File: config.mk
export PLATFORM = sky130hd
export DESIGN_NAME = bounded_array_insert_delete_find
export DESIGN_NICKNAME = d
export VERILOG_FILES = /design/src/rtl/baidf_pkg.sv /design/src/rtl/baidf_unit.sv /design/src/rtl/bounded_array_insert_delete_find.sv
export SDC_FILE = /design/constraint.sdc
export NUM_CORES = 2
export LEC_CHECK = 0
export BUFFER_PORTS_ARGS = -buffer_cell sky130_fd_sc_hd__buf_2
export CAP_MARGIN = 10
export CELL_PAD_IN_SITES_DETAIL_PLACEMENT = 2
export CELL_PAD_IN_SITES_GLOBAL_PLACEMENT = 2
export CORE_MARGIN = 4
export CORE_UTILIZATION = 45
export DETAILED_ROUTE_END_ITERATION = 8
export PLACE_DENSITY_LB_ADDON = 0.1
export REMOVE_ABC_BUFFERS = 1
export SLEW_MARGIN = 10
export SYNTH_ARGS = -nofsm -noshare
export SYNTH_HDL_FRONTEND = slang
export SYNTH_SLANG_ARGS = --single-unit
File: constraint.sdc
create_clock -name clk_i -period 8.3 [get_ports clk_i]
set_input_delay 1.66 -clock clk_i [delete_from_list [all_inputs] [get_ports clk_i]]
set_output_delay 1.66 -clock clk_i [all_outputs]
set_load 0.1 [all_outputs]
File: src/rtl/baidf_pkg.sv
// Package with the transaction types, codes and flag struct of the bounded array block.
package baidf_pkg;

  // Command codes carried in the input transaction.
  typedef enum logic [1:0] {
    CMD_INSERT = 2'd0,
    CMD_DELETE = 2'd1,
    CMD_FIND   = 2'd2,
    CMD_READ   = 2'd3
  } cmd_e;

  // Status codes carried in the result transaction.
  typedef enum logic [2:0] {
    STAT_OK       = 3'd0,
    STAT_BADPOS   = 3'd1,
    STAT_FULL     = 3'd2,
    STAT_EMPTY    = 3'd3,
    STAT_NOTFOUND = 3'd4
  } status_e;

  // Sequencer states.
  typedef enum logic [3:0] {
    S_IDLE,
    S_DECIDE,
    S_INS_RD,
    S_INS_WR,
    S_INS_PUT,
    S_DEL_RD,
    S_DEL_WR,
    S_FND_RD,
    S_FND_CMP,
    S_READ_RD,
    S_READ_CAP,
    S_FINISH
  } state_e;

  // Fixed field widths of the transactions.
  localparam int unsigned PosW   = 7;
  localparam int unsigned DataW  = 32;
  localparam int unsigned FidxW  = 6;
  localparam int unsigned CountW = 7;

  // Input transaction.
  typedef struct packed {
    cmd_e                     cmd;
    logic [PosW-1:0]          position;
    logic signed [DataW-1:0]  data_value;
  } in_t;

  // Result transaction.
  typedef struct packed {
    status_e                  status;
    logic [FidxW-1:0]         found_index;
    logic [CountW-1:0]        match_count;
    logic signed [DataW-1:0]  read_value;
    logic [CountW-1:0]        entry_count;
  } out_t;

  // Compare results from the shared step unit.
  typedef struct packed {
    logic idx_eq;
    logic nxt_eq;
    logic val_eq;
  } unit_flags_t;

endpackage

File: src/rtl/baidf_unit.sv
// Shared step unit: index increment or decrement plus index and value compares.
module baidf_unit #(
  parameter int unsigned CW = 7
) (
  input  logic [CW-1:0]                  idx_i,
  input  logic                           dec_i,
  input  logic [CW-1:0]                  ref_i,
  input  logic [baidf_pkg::DataW-1:0]    a_i,
  input  logic [baidf_pkg::DataW-1:0]    b_i,
  output logic [CW-1:0]                  nxt_o,
  output baidf_pkg::unit_flags_t         flags_o
);

  // Step the index one place up or down.
  assign nxt_o = dec_i ? (idx_i - CW'(1)) : (idx_i + CW'(1));

  // Loop end tests and the value match for searches.
  assign flags_o.idx_eq = (idx_i == ref_i);
  assign flags_o.nxt_eq = (nxt_o == ref_i);
  assign flags_o.val_eq = (a_i == b_i);

endmodule

File: src/rtl/bounded_array_insert_delete_find.sv
// Top level of the bounded ordered array with insert, delete, find and read.
//
// The block holds up to DEPTH signed 32-bit entries in a single-port-style
// memory (one write and one registered read per cycle) and serves one command
// per transaction. All element moves and compares go through one shared step
// unit, with a read state and a write or compare state for each element. A
// rejected command (full, empty, bad position) goes from the range checks
// straight to the result. The input is not ready while a command is in
// progress; a finished result waits in the output register, so the next
// command can be accepted before the previous result is taken. Memory
// contents need no clearing after reset, since only entries below the count
// are ever read.
module bounded_array_insert_delete_find #(
  parameter int unsigned DEPTH = 64
) (
  input  logic             clk_i,
  input  logic             rst_ni,
  input  logic             in_valid_i,
  output logic             in_ready_o,
  input  baidf_pkg::in_t   in_data_i,
  output logic             out_valid_o,
  input  logic             out_ready_i,
  output baidf_pkg::out_t  out_data_o
);

  localparam int unsigned AW = (DEPTH > 1) ? $clog2(DEPTH) : 1;
  localparam int unsigned CW = $clog2(DEPTH + 1);
  localparam int unsigned XW = (CW > baidf_pkg::PosW) ? CW : baidf_pkg::PosW;

  // Sequencer and transaction registers.
  baidf_pkg::state_e  state_q, state_d;
  baidf_pkg::cmd_e    cmd_q, cmd_d;
  logic [baidf_pkg::PosW-1:0]  pos_q, pos_d;
  logic [baidf_pkg::DataW-1:0] val_q, val_d;
  logic [CW-1:0]      count_q, count_d;
  logic [CW-1:0]      idx_q, idx_d;
  logic [CW-1:0]      nmatch_q, nmatch_d;
  logic [CW-1:0]      fidx_q, fidx_d;
  logic [baidf_pkg::DataW-1:0] rval_q, rval_d;
  baidf_pkg::status_e stat_q, stat_d;
  logic               out_valid_q, out_valid_d;
  baidf_pkg::out_t    out_q, out_d;

  // Memory ports.
  logic [baidf_pkg::DataW-1:0] mem_q [DEPTH];
  logic [baidf_pkg::DataW-1:0] rd_data_q;
  logic                        rd_en, wr_en;
  logic [AW-1:0]               rd_addr, wr_addr;
  logic [baidf_pkg::DataW-1:0] wr_data;

  // Shared step unit.
  logic                   unit_dec;
  logic [CW-1:0]          unit_ref;
  logic [CW-1:0]          unit_nxt;
  baidf_pkg::unit_flags_t unit_flags;

  // Widened views for compares and for masking into the result fields.
  logic [XW-1:0] pos_x, cnt_x, cnt_new_x, nmatch_x, fidx_x;
  logic [CW-1:0] cnt_new;
  logic          out_free;

  assign pos_x    = XW'(pos_q);
  assign cnt_x    = XW'(count_q);
  assign nmatch_x = XW'(nmatch_q);
  assign fidx_x   = XW'(fidx_q);
  assign out_free = !out_valid_q || out_ready_i;

  baidf_unit #(
    .CW (CW)
  ) u_unit (
    .idx_i   (idx_q),
    .dec_i   (unit_dec),
    .ref_i   (unit_ref),
    .a_i     (rd_data_q),
    .b_i     (val_q),
    .nxt_o   (unit_nxt),
    .flags_o (unit_flags)
  );

  // Entry count after the current command completes.
  always_comb begin
    cnt_new = count_q;
    if (stat_q == baidf_pkg::STAT_OK) begin
      if (cmd_q == baidf_pkg::CMD_INSERT) begin
        cnt_new = count_q + CW'(1);
      end else if (cmd_q == baidf_pkg::CMD_DELETE) begin
        cnt_new = count_q - CW'(1);
      end
    end
  end
  assign cnt_new_x = XW'(cnt_new);

  // Sequencer: next state, loop control and memory requests.
  always_comb begin
    state_d     = state_q;
    cmd_d       = cmd_q;
    pos_d       = pos_q;
    val_d       = val_q;
    count_d     = count_q;
    idx_d       = idx_q;
    nmatch_d    = nmatch_q;
    fidx_d      = fidx_q;
    rval_d      = rval_q;
    stat_d      = stat_q;
    out_valid_d = out_valid_q;
    out_d       = out_q;
    rd_en       = 1'b0;
    rd_addr     = idx_q[AW-1:0];
    wr_en       = 1'b0;
    wr_addr     = idx_q[AW-1:0];
    wr_data     = rd_data_q;
    unit_dec    = 1'b0;
    unit_ref    = count_q;
    in_ready_o  = 1'b0;

    if (out_valid_q && out_ready_i) begin
      out_valid_d = 1'b0;
    end

    case (state_q)
      baidf_pkg::S_IDLE: begin
        in_ready_o = 1'b1;
        if (in_valid_i) begin
          cmd_d   = in_data_i.cmd;
          pos_d   = in_data_i.position;
          val_d   = in_data_i.data_value;
          state_d = baidf_pkg::S_DECIDE;
        end
      end

      // Range checks and loop setup.
      baidf_pkg::S_DECIDE: begin
        stat_d   = baidf_pkg::STAT_OK;
        nmatch_d = '0;
        fidx_d   = '0;
        rval_d   = '0;
        case (cmd_q)
          baidf_pkg::CMD_INSERT: begin
            if (count_q == CW'(DEPTH)) begin
              stat_d  = baidf_pkg::STAT_FULL;
              state_d = baidf_pkg::S_FINISH;
            end else if (pos_x > cnt_x) begin
              stat_d  = baidf_pkg::STAT_BADPOS;
              state_d = baidf_pkg::S_FINISH;
            end else begin
              idx_d   = count_q;
              state_d = baidf_pkg::S_INS_RD;
            end
          end
          baidf_pkg::CMD_DELETE: begin
            if (count_q == '0) begin
              stat_d  = baidf_pkg::STAT_EMPTY;
              state_d = baidf_pkg::S_FINISH;
            end else if (pos_x >= cnt_x) begin
              stat_d  = baidf_pkg::STAT_BADPOS;
              state_d = baidf_pkg::S_FINISH;
            end else begin
              idx_d   = pos_x[CW-1:0];
              state_d = baidf_pkg::S_DEL_RD;
            end
          end
          baidf_pkg::CMD_FIND: begin
            idx_d   = '0;
            state_d = baidf_pkg::S_FND_RD;
          end
          default: begin
            if (count_q == '0) begin
              stat_d  = baidf_pkg::STAT_EMPTY;
              state_d = baidf_pkg::S_FINISH;
            end else if (pos_x >= cnt_x) begin
              stat_d  = baidf_pkg::STAT_BADPOS;
              state_d = baidf_pkg::S_FINISH;
            end else begin
              state_d = baidf_pkg::S_READ_RD;
            end
          end
        endcase
      end

      // Insert: move entries up one place, from the end down to the position.
      baidf_pkg::S_INS_RD: begin
        unit_dec = 1'b1;
        unit_ref = pos_x[CW-1:0];
        if (unit_flags.idx_eq) begin
          state_d = baidf_pkg::S_INS_PUT;
        end else begin
          rd_en   = 1'b1;
          rd_addr = unit_nxt[AW-1:0];
          state_d = baidf_pkg::S_INS_WR;
        end
      end

      baidf_pkg::S_INS_WR: begin
        unit_dec = 1'b1;
        wr_en    = 1'b1;
        idx_d    = unit_nxt;
        state_d  = baidf_pkg::S_INS_RD;
      end

      baidf_pkg::S_INS_PUT: begin
        wr_en   = 1'b1;
        wr_addr = pos_x[AW-1:0];
        wr_data = val_q;
        state_d = baidf_pkg::S_FINISH;
      end

      // Delete: move later entries down one place to close the gap.
      baidf_pkg::S_DEL_RD: begin
        if (unit_flags.nxt_eq) begin
          state_d = baidf_pkg::S_FINISH;
        end else begin
          rd_en   = 1'b1;
          rd_addr = unit_nxt[AW-1:0];
          state_d = baidf_pkg::S_DEL_WR;
        end
      end

      baidf_pkg::S_DEL_WR: begin
        wr_en   = 1'b1;
        idx_d   = unit_nxt;
        state_d = baidf_pkg::S_DEL_RD;
      end

      // Find: walk all stored entries, keeping the last match.
      baidf_pkg::S_FND_RD: begin
        if (unit_flags.idx_eq) begin
          if (nmatch_q == '0) begin
            stat_d = baidf_pkg::STAT_NOTFOUND;
          end
          state_d = baidf_pkg::S_FINISH;
        end else begin
          rd_en   = 1'b1;
          state_d = baidf_pkg::S_FND_CMP;
        end
      end

      baidf_pkg::S_FND_CMP: begin
        if (unit_flags.val_eq) begin
          nmatch_d = nmatch_q + CW'(1);
          fidx_d   = idx_q;
        end
        idx_d   = unit_nxt;
        state_d = baidf_pkg::S_FND_RD;
      end

      // Read one entry.
      baidf_pkg::S_READ_RD: begin
        rd_en   = 1'b1;
        rd_addr = pos_x[AW-1:0];
        state_d = baidf_pkg::S_READ_CAP;
      end

      baidf_pkg::S_READ_CAP: begin
        rval_d  = rd_data_q;
        state_d = baidf_pkg::S_FINISH;
      end

      // Hand the result to the output register once it is free.
      baidf_pkg::S_FINISH: begin
        if (out_free) begin
          out_valid_d       = 1'b1;
          out_d.status      = stat_q;
          out_d.found_index = fidx_x[baidf_pkg::FidxW-1:0];
          out_d.match_count = nmatch_x[baidf_pkg::CountW-1:0];
          out_d.read_value  = rval_q;
          out_d.entry_count = cnt_new_x[baidf_pkg::CountW-1:0];
          count_d           = cnt_new;
          state_d           = baidf_pkg::S_IDLE;
        end
      end

      default: begin
        state_d = baidf_pkg::S_IDLE;
      end
    endcase
  end

  // Control registers.
  always_ff @(posedge clk_i or negedge rst_ni) begin
    if (!rst_ni) begin
      state_q     <= baidf_pkg::S_IDLE;
      count_q     <= '0;
      out_valid_q <= 1'b0;
    end else begin
      state_q     <= state_d;
      count_q     <= count_d;
      out_valid_q <= out_valid_d;
    end
  end

  // Payload registers.
  always_ff @(posedge clk_i) begin
    cmd_q    <= cmd_d;
    pos_q    <= pos_d;
    val_q    <= val_d;
    idx_q    <= idx_d;
    nmatch_q <= nmatch_d;
    fidx_q   <= fidx_d;
    rval_q   <= rval_d;
    stat_q   <= stat_d;
    out_q    <= out_d;
  end

  // Entry memory with registered read.
  always_ff @(posedge clk_i) begin
    if (wr_en) begin
      mem_q[wr_addr] <= wr_data;
    end
    if (rd_en) begin
      rd_data_q <= mem_q[rd_addr];
    end
  end

  assign out_valid_o = out_valid_q;
  assign out_data_o  = out_q;

endmodule

Word level (Yosys, flattened, before mapping)
Memories as Yosys holds them, arrays and structs flattened. A register that Yosys moved wholly into a read port is not among the register bits.
Cells that the tools add are included.
- bits in registers: 163
- input bits: 45
- bits in writable memories: 2048
- output and inout port bits: 57
- word-level logic and storage cells: 127
- memories: 1
- memory list (memory ; depth ; width ; read ports ; clocked after Yosys merged registers in ; wr ports ; RTL line ; RTL):
    mem_q ; 64 ; 32 ; 1 ; 1 ; 1 ; bounded_array_insert_delete_find.sv:45 ; logic [baidf_pkg::DataW-1:0] mem_q [DEPTH];
- $add $sub $neg: 5
- reduce and logical (&&, ||, !) cells: 23
- mux-type cells: 53
- $lt $le $gt $ge: 2
- equal/unequal tests: 27
- operators with widths (kind ; number):
    $mux 7 ; 10
    $pmux 32 s2 ; 1
    $pmux 4 s11 ; 1
    $eq 32x32->1 ; 1
    $mux 32 ; 1
    $mux 4 ; 7
    $pmux 7 s2 ; 2
    $mux 6 ; 4
    $add 7x1->7 const B ; 3
    $pmux 7 s3 ; 1
    $pmux 6 s3 ; 1
    $eq 4x3->1 const B ; 4
    $eq 4x4->1 const B ; 4
    $eq 7x7->1 ; 2
    $logic_not 7->1 ; 2
    $sub 7x1->7 const B ; 2
    $mux 1 ; 12
    $ne 3x3->1 const B ; 4
    $pmux 4 s3 ; 1
    $pmux 6 s2 ; 1
    $mux 2 ; 5
    $mux 3 ; 3
    $eq 4x2->1 const B ; 2
    $reduce_and 2->1 ; 4
    23 further kinds ; 32

Longest topological paths before layout
- depth in word-level cells: 7
- gate-level depth with buffers: 21
- depth with buffers taken out: 15

By module
From an unflattened synthesis, not the netlist that was laid out.
- cell total of the unflattened synthesis: 6515
- area, all modules: 89178.0 µm²
- by module, submodules not included (module ; cells an instance ; times used ; seq. area each (µm²) ; area an instance (µm²)):
    bounded_array_insert_delete_find ; 6429 ; 1 ; 67294.5 ; 88412.3
    baidf_unit ; 86 ; 1 ; 0.0 ; 765.7

Least setup slack after synthesis
No wires, ideal clock.
- path type: register to register
- start: register state_q[3]
- end: register rd_data_q[0] (netlist bit), read port of mem_q (enable)
- slack: 2545 ps
- required time: 7834 ps
- clock period less this slack: 5755 ps
- stages on the path, launching flop included: 13
- arrival time: 5289 ps
- setup time: 466 ps
- buffers on the path: 1
- path through: dfrtp_1 > buf_2 > nor3b_1 > ha_1 > a21o_1 > or2_2 > a31oi_1 > xor2_1 > or4_4 > nor2_1 > a21oi_1 > a31oi_1 > o21ai_0
- longest elaborated chain between the ends: 7
- elaborated cells between the ends (all ways): 18
- classes of those cells: 7 x eq/ne; 9 x mux; 2 x reduce/logical
- ends and longest elaborated chain (element ; RTL line ; RTL):
    start: declaration ; bounded_array_insert_delete_find.sv:31 ; baidf_pkg::state_e state_q, state_d;
    start signal: assignment ; bounded_array_insert_delete_find.sv:281 ; state_q <= baidf_pkg::S_IDLE;
    start signal: assignment ; bounded_array_insert_delete_find.sv:285 ; state_q <= state_d;
    $eq 4x2->1 ; bounded_array_insert_delete_find.sv:120 ; case (state_q)
    $reduce_or 2->1 (no line) ; -- ;
    $mux 1 ; bounded_array_insert_delete_find.sv:120 ;
    $mux 7 ; baidf_unit.sv:15 ; assign nxt_o = dec_i ? (idx_i - CW'(1)) : (idx_i + CW'(1));
    $eq 7x7->1 ; baidf_unit.sv:19 ; assign flags_o.nxt_eq = (nxt_o == ref_i);
    $mux 1 ; bounded_array_insert_delete_find.sv:209 ; if (unit_flags.nxt_eq) begin
    $pmux 1 s3 (*) ; bounded_array_insert_delete_find.sv:120 ;
    via rd_en ; bounded_array_insert_delete_find.sv:47 ; logic rd_en, wr_en;
    end: declaration ; bounded_array_insert_delete_find.sv:46 ; logic [baidf_pkg::DataW-1:0] rd_data_q;
Mark *: on every way through the listed nets, which the timed path passes. The rest lies on a longest branch.
A chain may end at the register's enable or synchronous reset.

Final worst setup path
- start: register state_q[1]
- end: register rd_data_q[16] (netlist bit), read port of mem_q, data pin
- longest elaborated chain between the ends: 7
- elaborated cells between the ends (all ways): 18
- classes of those cells: 7 x eq/ne; 9 x mux; 2 x reduce/logical
- ends and longest elaborated chain (element ; RTL line):
    $eq 4x2->1 ; bounded_array_insert_delete_find.sv:120
    $reduce_or 2->1 (no line) ; --
    $mux 1 ; bounded_array_insert_delete_find.sv:120
    $mux 7 ; baidf_unit.sv:15
    $eq 7x7->1 ; baidf_unit.sv:19
    $mux 6 / $mux 1 (equally long branches) ; bounded_array_insert_delete_find.sv:209
    $pmux 6 s3 / $pmux 1 s3 (equally long branches) ; bounded_array_insert_delete_find.sv:120
Parallel ways exist; a longest one is shown, timed or not.

==> results.cfg <==
[run_status]
status = finished, final reports clean

[global_route]
grt_pass1_vias = 63315
grt_pass1_wl_um = 493000
grt.total_usage_pct = 32.9
grt_antenna_before_repair = 14
grt_max_degree = 97
grt_overflow = 0

[setup_path]
required_ps = 8840
critPathMaxFanout = 79
critical_path.endpoint_type = flop
r2r-end = rd_data_q[16]
reg2reg_depth = 17
reg2reg_from = state_q[1]
cpMaxStageDelayCell = a32oi_1
path_common_cell = buf_4
worstSetupStartpointType = flop
path_delay_family = compound AO/OA/AOI/OAI gates
cp.arrival_ps = 8100
crit_buf_inv = 3
crit_type = flop to flop
slowest_delay_ps = 970
r2r_slack_ps = 740
crit_chain = nor3b_1 -> buf_4 -> ha_1 -> a21oi_1 -> a21boi_0 -> o311a_1 -> xnor2_1 -> or4_4 -> a2111o_1 -> buf_4 -> nand2_8 -> buf_12 -> mux2i_1 -> o221ai_1 -> a22o_1 -> a32oi_1 -> nand4_1

[route]
ant_nets = 0
dr.pass1.iters = 6
via_per_inst = 6.57
via_count = 59564
drc = 0
drt_iter0_markers = 8227
wirelength_um = 350000
wl_per_cell_um = 38.6

[cells_and_area]
multi_input_area_mm2 = 0.0220
final_common_cell = edfxtp_1
n_fill_cell = 18300
stdcell_area_mm2 = 0.103
drive_above_1_share_pct = 14.0
layout_common_cells = edfxtp_1, nand2_1, mux2i_1, and3_1, clkbuf_16
final_nets = 6269
regArea_mm2 = 0.0673
syn_to_final_growth_pct = 13.5

[timing]
fin_skew_ps = 45.3
slew_violations = 0
hold_viol = 0
rsz0062_at_grt = no
slew_headroom_pct = 9.30
fin_crit_sh_pct = 91.1
final-setup-viol-count = 0
fin_crit_ps = 7560
fmax_ghz = 0.132
worst_slew_pin_slew_ps = 1360

[clock_tree]
clk_pin_slew_worst_paths_ps = 60
post-cts-setup-buffers = 0
ctsRootBufferMaster = clkbuf_16
cts.htree.levels = 4
numCtsBuffers = 233
cts_tree = done
cts_max_path_buffers = 3
ctsHoldBuffers = 0
clk_latency_ps = 880
ctsResizeCount = 0
cts_sinks = 2243

[hold_path]
min-delay-start = rval_q[28]
min_path_type = flop to flop
hold_depth = 0
worst_hold_path.endpoint = out_data_o[35]

[logic_synthesis]
avgSynthCellArea_um2 = 15.0
synth_cells = 6032
ys_ff_latch = 2243
synth_cell_types = 88
synth_area_mm2 = 0.0905
synth-async-reset-ratio_pct = 0.535
yosysWarnings = 0
synth-main-ff-cell = edfxtp_1
synth-edff-count = 2231
synth.yosys.seq_area_share_pct = 74.4

[place]
hpwl_um = 202000
routabilityCongestion = 0.842
io_buffers = 101
placed_cell_area_mm2 = 0.0952

[floorplanning]
chipHeight_um = 456
start_util_pct = 45.3
io_pins = 102
die_x_um = 456
num_rows = 164
coreArea_mm2 = 0.200
dieArea_mm2 = 0.208

[flow_run]
maxCapViolCount = 0
-- area by class of cell --
cell class	instances	area share [%]
Clock buffer	277	5.92
Timing Repair Buffer	329	2.45
Tap cell	2656	3.24
Inverter	21	0.0767
Clock inverter	159	1.41
Antenna cell	10	0.0244
Sequential cell	2243	65.5
Multi-Input combinational cell	3373	21.4
-- worst max path at each step --
stage | startpoint | cells past startpoint | endpoint
6_report | state_q[1] | 17 | rd_data_q[16]
5_1_grt | state_q[1] | 18 | rd_data_q[25]
4_1_cts | state_q[1] | 17 | rd_data_q[16]
3_5_place_dp | state_q[2] | 17 | rd_data_q[16]
3_3_place_gp | state_q[2] | 16 | rd_data_q[23]
2_1_floorplan | state_q[1] | 14 | rd_data_q[10]
-- metrics by stage --
step | setup slack [ps] | std cells | TNS [ps] | util (%) | hold WS (ps)
after CTS | 998 | 9058 | 0 | 51.4 | 423
after floorplan | -12660 | 5637 | -349060 | - | 400
after detailed placement | 1080 | 8622 | 0 | 47.6 | 406
after global placement | 1200 | 8621 | 0 | 47.6 | 401
final | 740 | 9068 | 0 | 51.4 | 420
after global routing | 657 | 9060 | 0 | 51.4 | 424
-- worst register-to-register path, cell delays in order, from the launching register on --
cell      delay, ps
dfrtp_1         750
nor3b_1         270
buf_4           230
ha_1            280
a21oi_1         310
a21boi_0        190
o311a_1         460
xnor2_1         200
or4_4           560
a2111o_1        400
buf_4           250
nand2_8         500
buf_12          590
mux2i_1         430
o221ai_1        230
a22o_1          330
a32oi_1         970
nand4_1         290
-- sequential cells by signal, indices dropped and copies added, names as in the netlist, 32 cells and up --
register,flops
mem_q,2048
out_data_o,55
rd_data_q,32
rval_q,32
val_q,32
-- logic make-up after synthesis --
family	count (synthesis)	share of synthesized area, %
adders and majority gates	23	0.326
AOI/OAI and AO/OA	1009	8.20
and+or+nand+nor	1807	8.99
xor gates and xnor gates	61	0.607
muxes	473	5.26
buffers and inverters	416	2.26
DFF	2243	74.4
-- metal layers --
layer  wire, µm  vias to the layer above  GRT usage, %
li1           -                    23765             -
met1     138000                    31838          43.8
met2     169000                     3248          54.5
met3      29000                      713          5.60
met4      13800                        0          12.2
met5          0                        -             0
-- synth_stat cells, drive strengths merged, types with 22 or more instances --
| master | count | area (µm²) |
|---|---|---|
| buf | 236 | 1370 |
| o21ai | 145 | 726 |
| o22ai | 81 | 507 |
| mux2i | 458 | 4590 |
| a211oi | 121 | 933 |
| nand4 | 50 | 313 |
| o221ai | 86 | 753 |
| a211o | 23 | 201 |
| o211ai | 22 | 175 |
| and3 | 277 | 1730 |
| xnor2 | 26 | 228 |
| xor2 | 34 | 298 |
| clkbuf | 159 | 597 |
| nor2 | 106 | 400 |
| ha | 22 | 275 |
| o221a | 66 | 743 |
| a21oi | 134 | 671 |
| nand3 | 175 | 876 |
| nand2 | 1093 | 4110 |
| edfxtp | 2231 | 67000 |
| a311oi | 34 | 298 |
| a31oi | 86 | 538 |
Power is left out: the tool's default activity adds up to more than one toggle a clock period on the data nets, which glitch-free logic cannot reach.
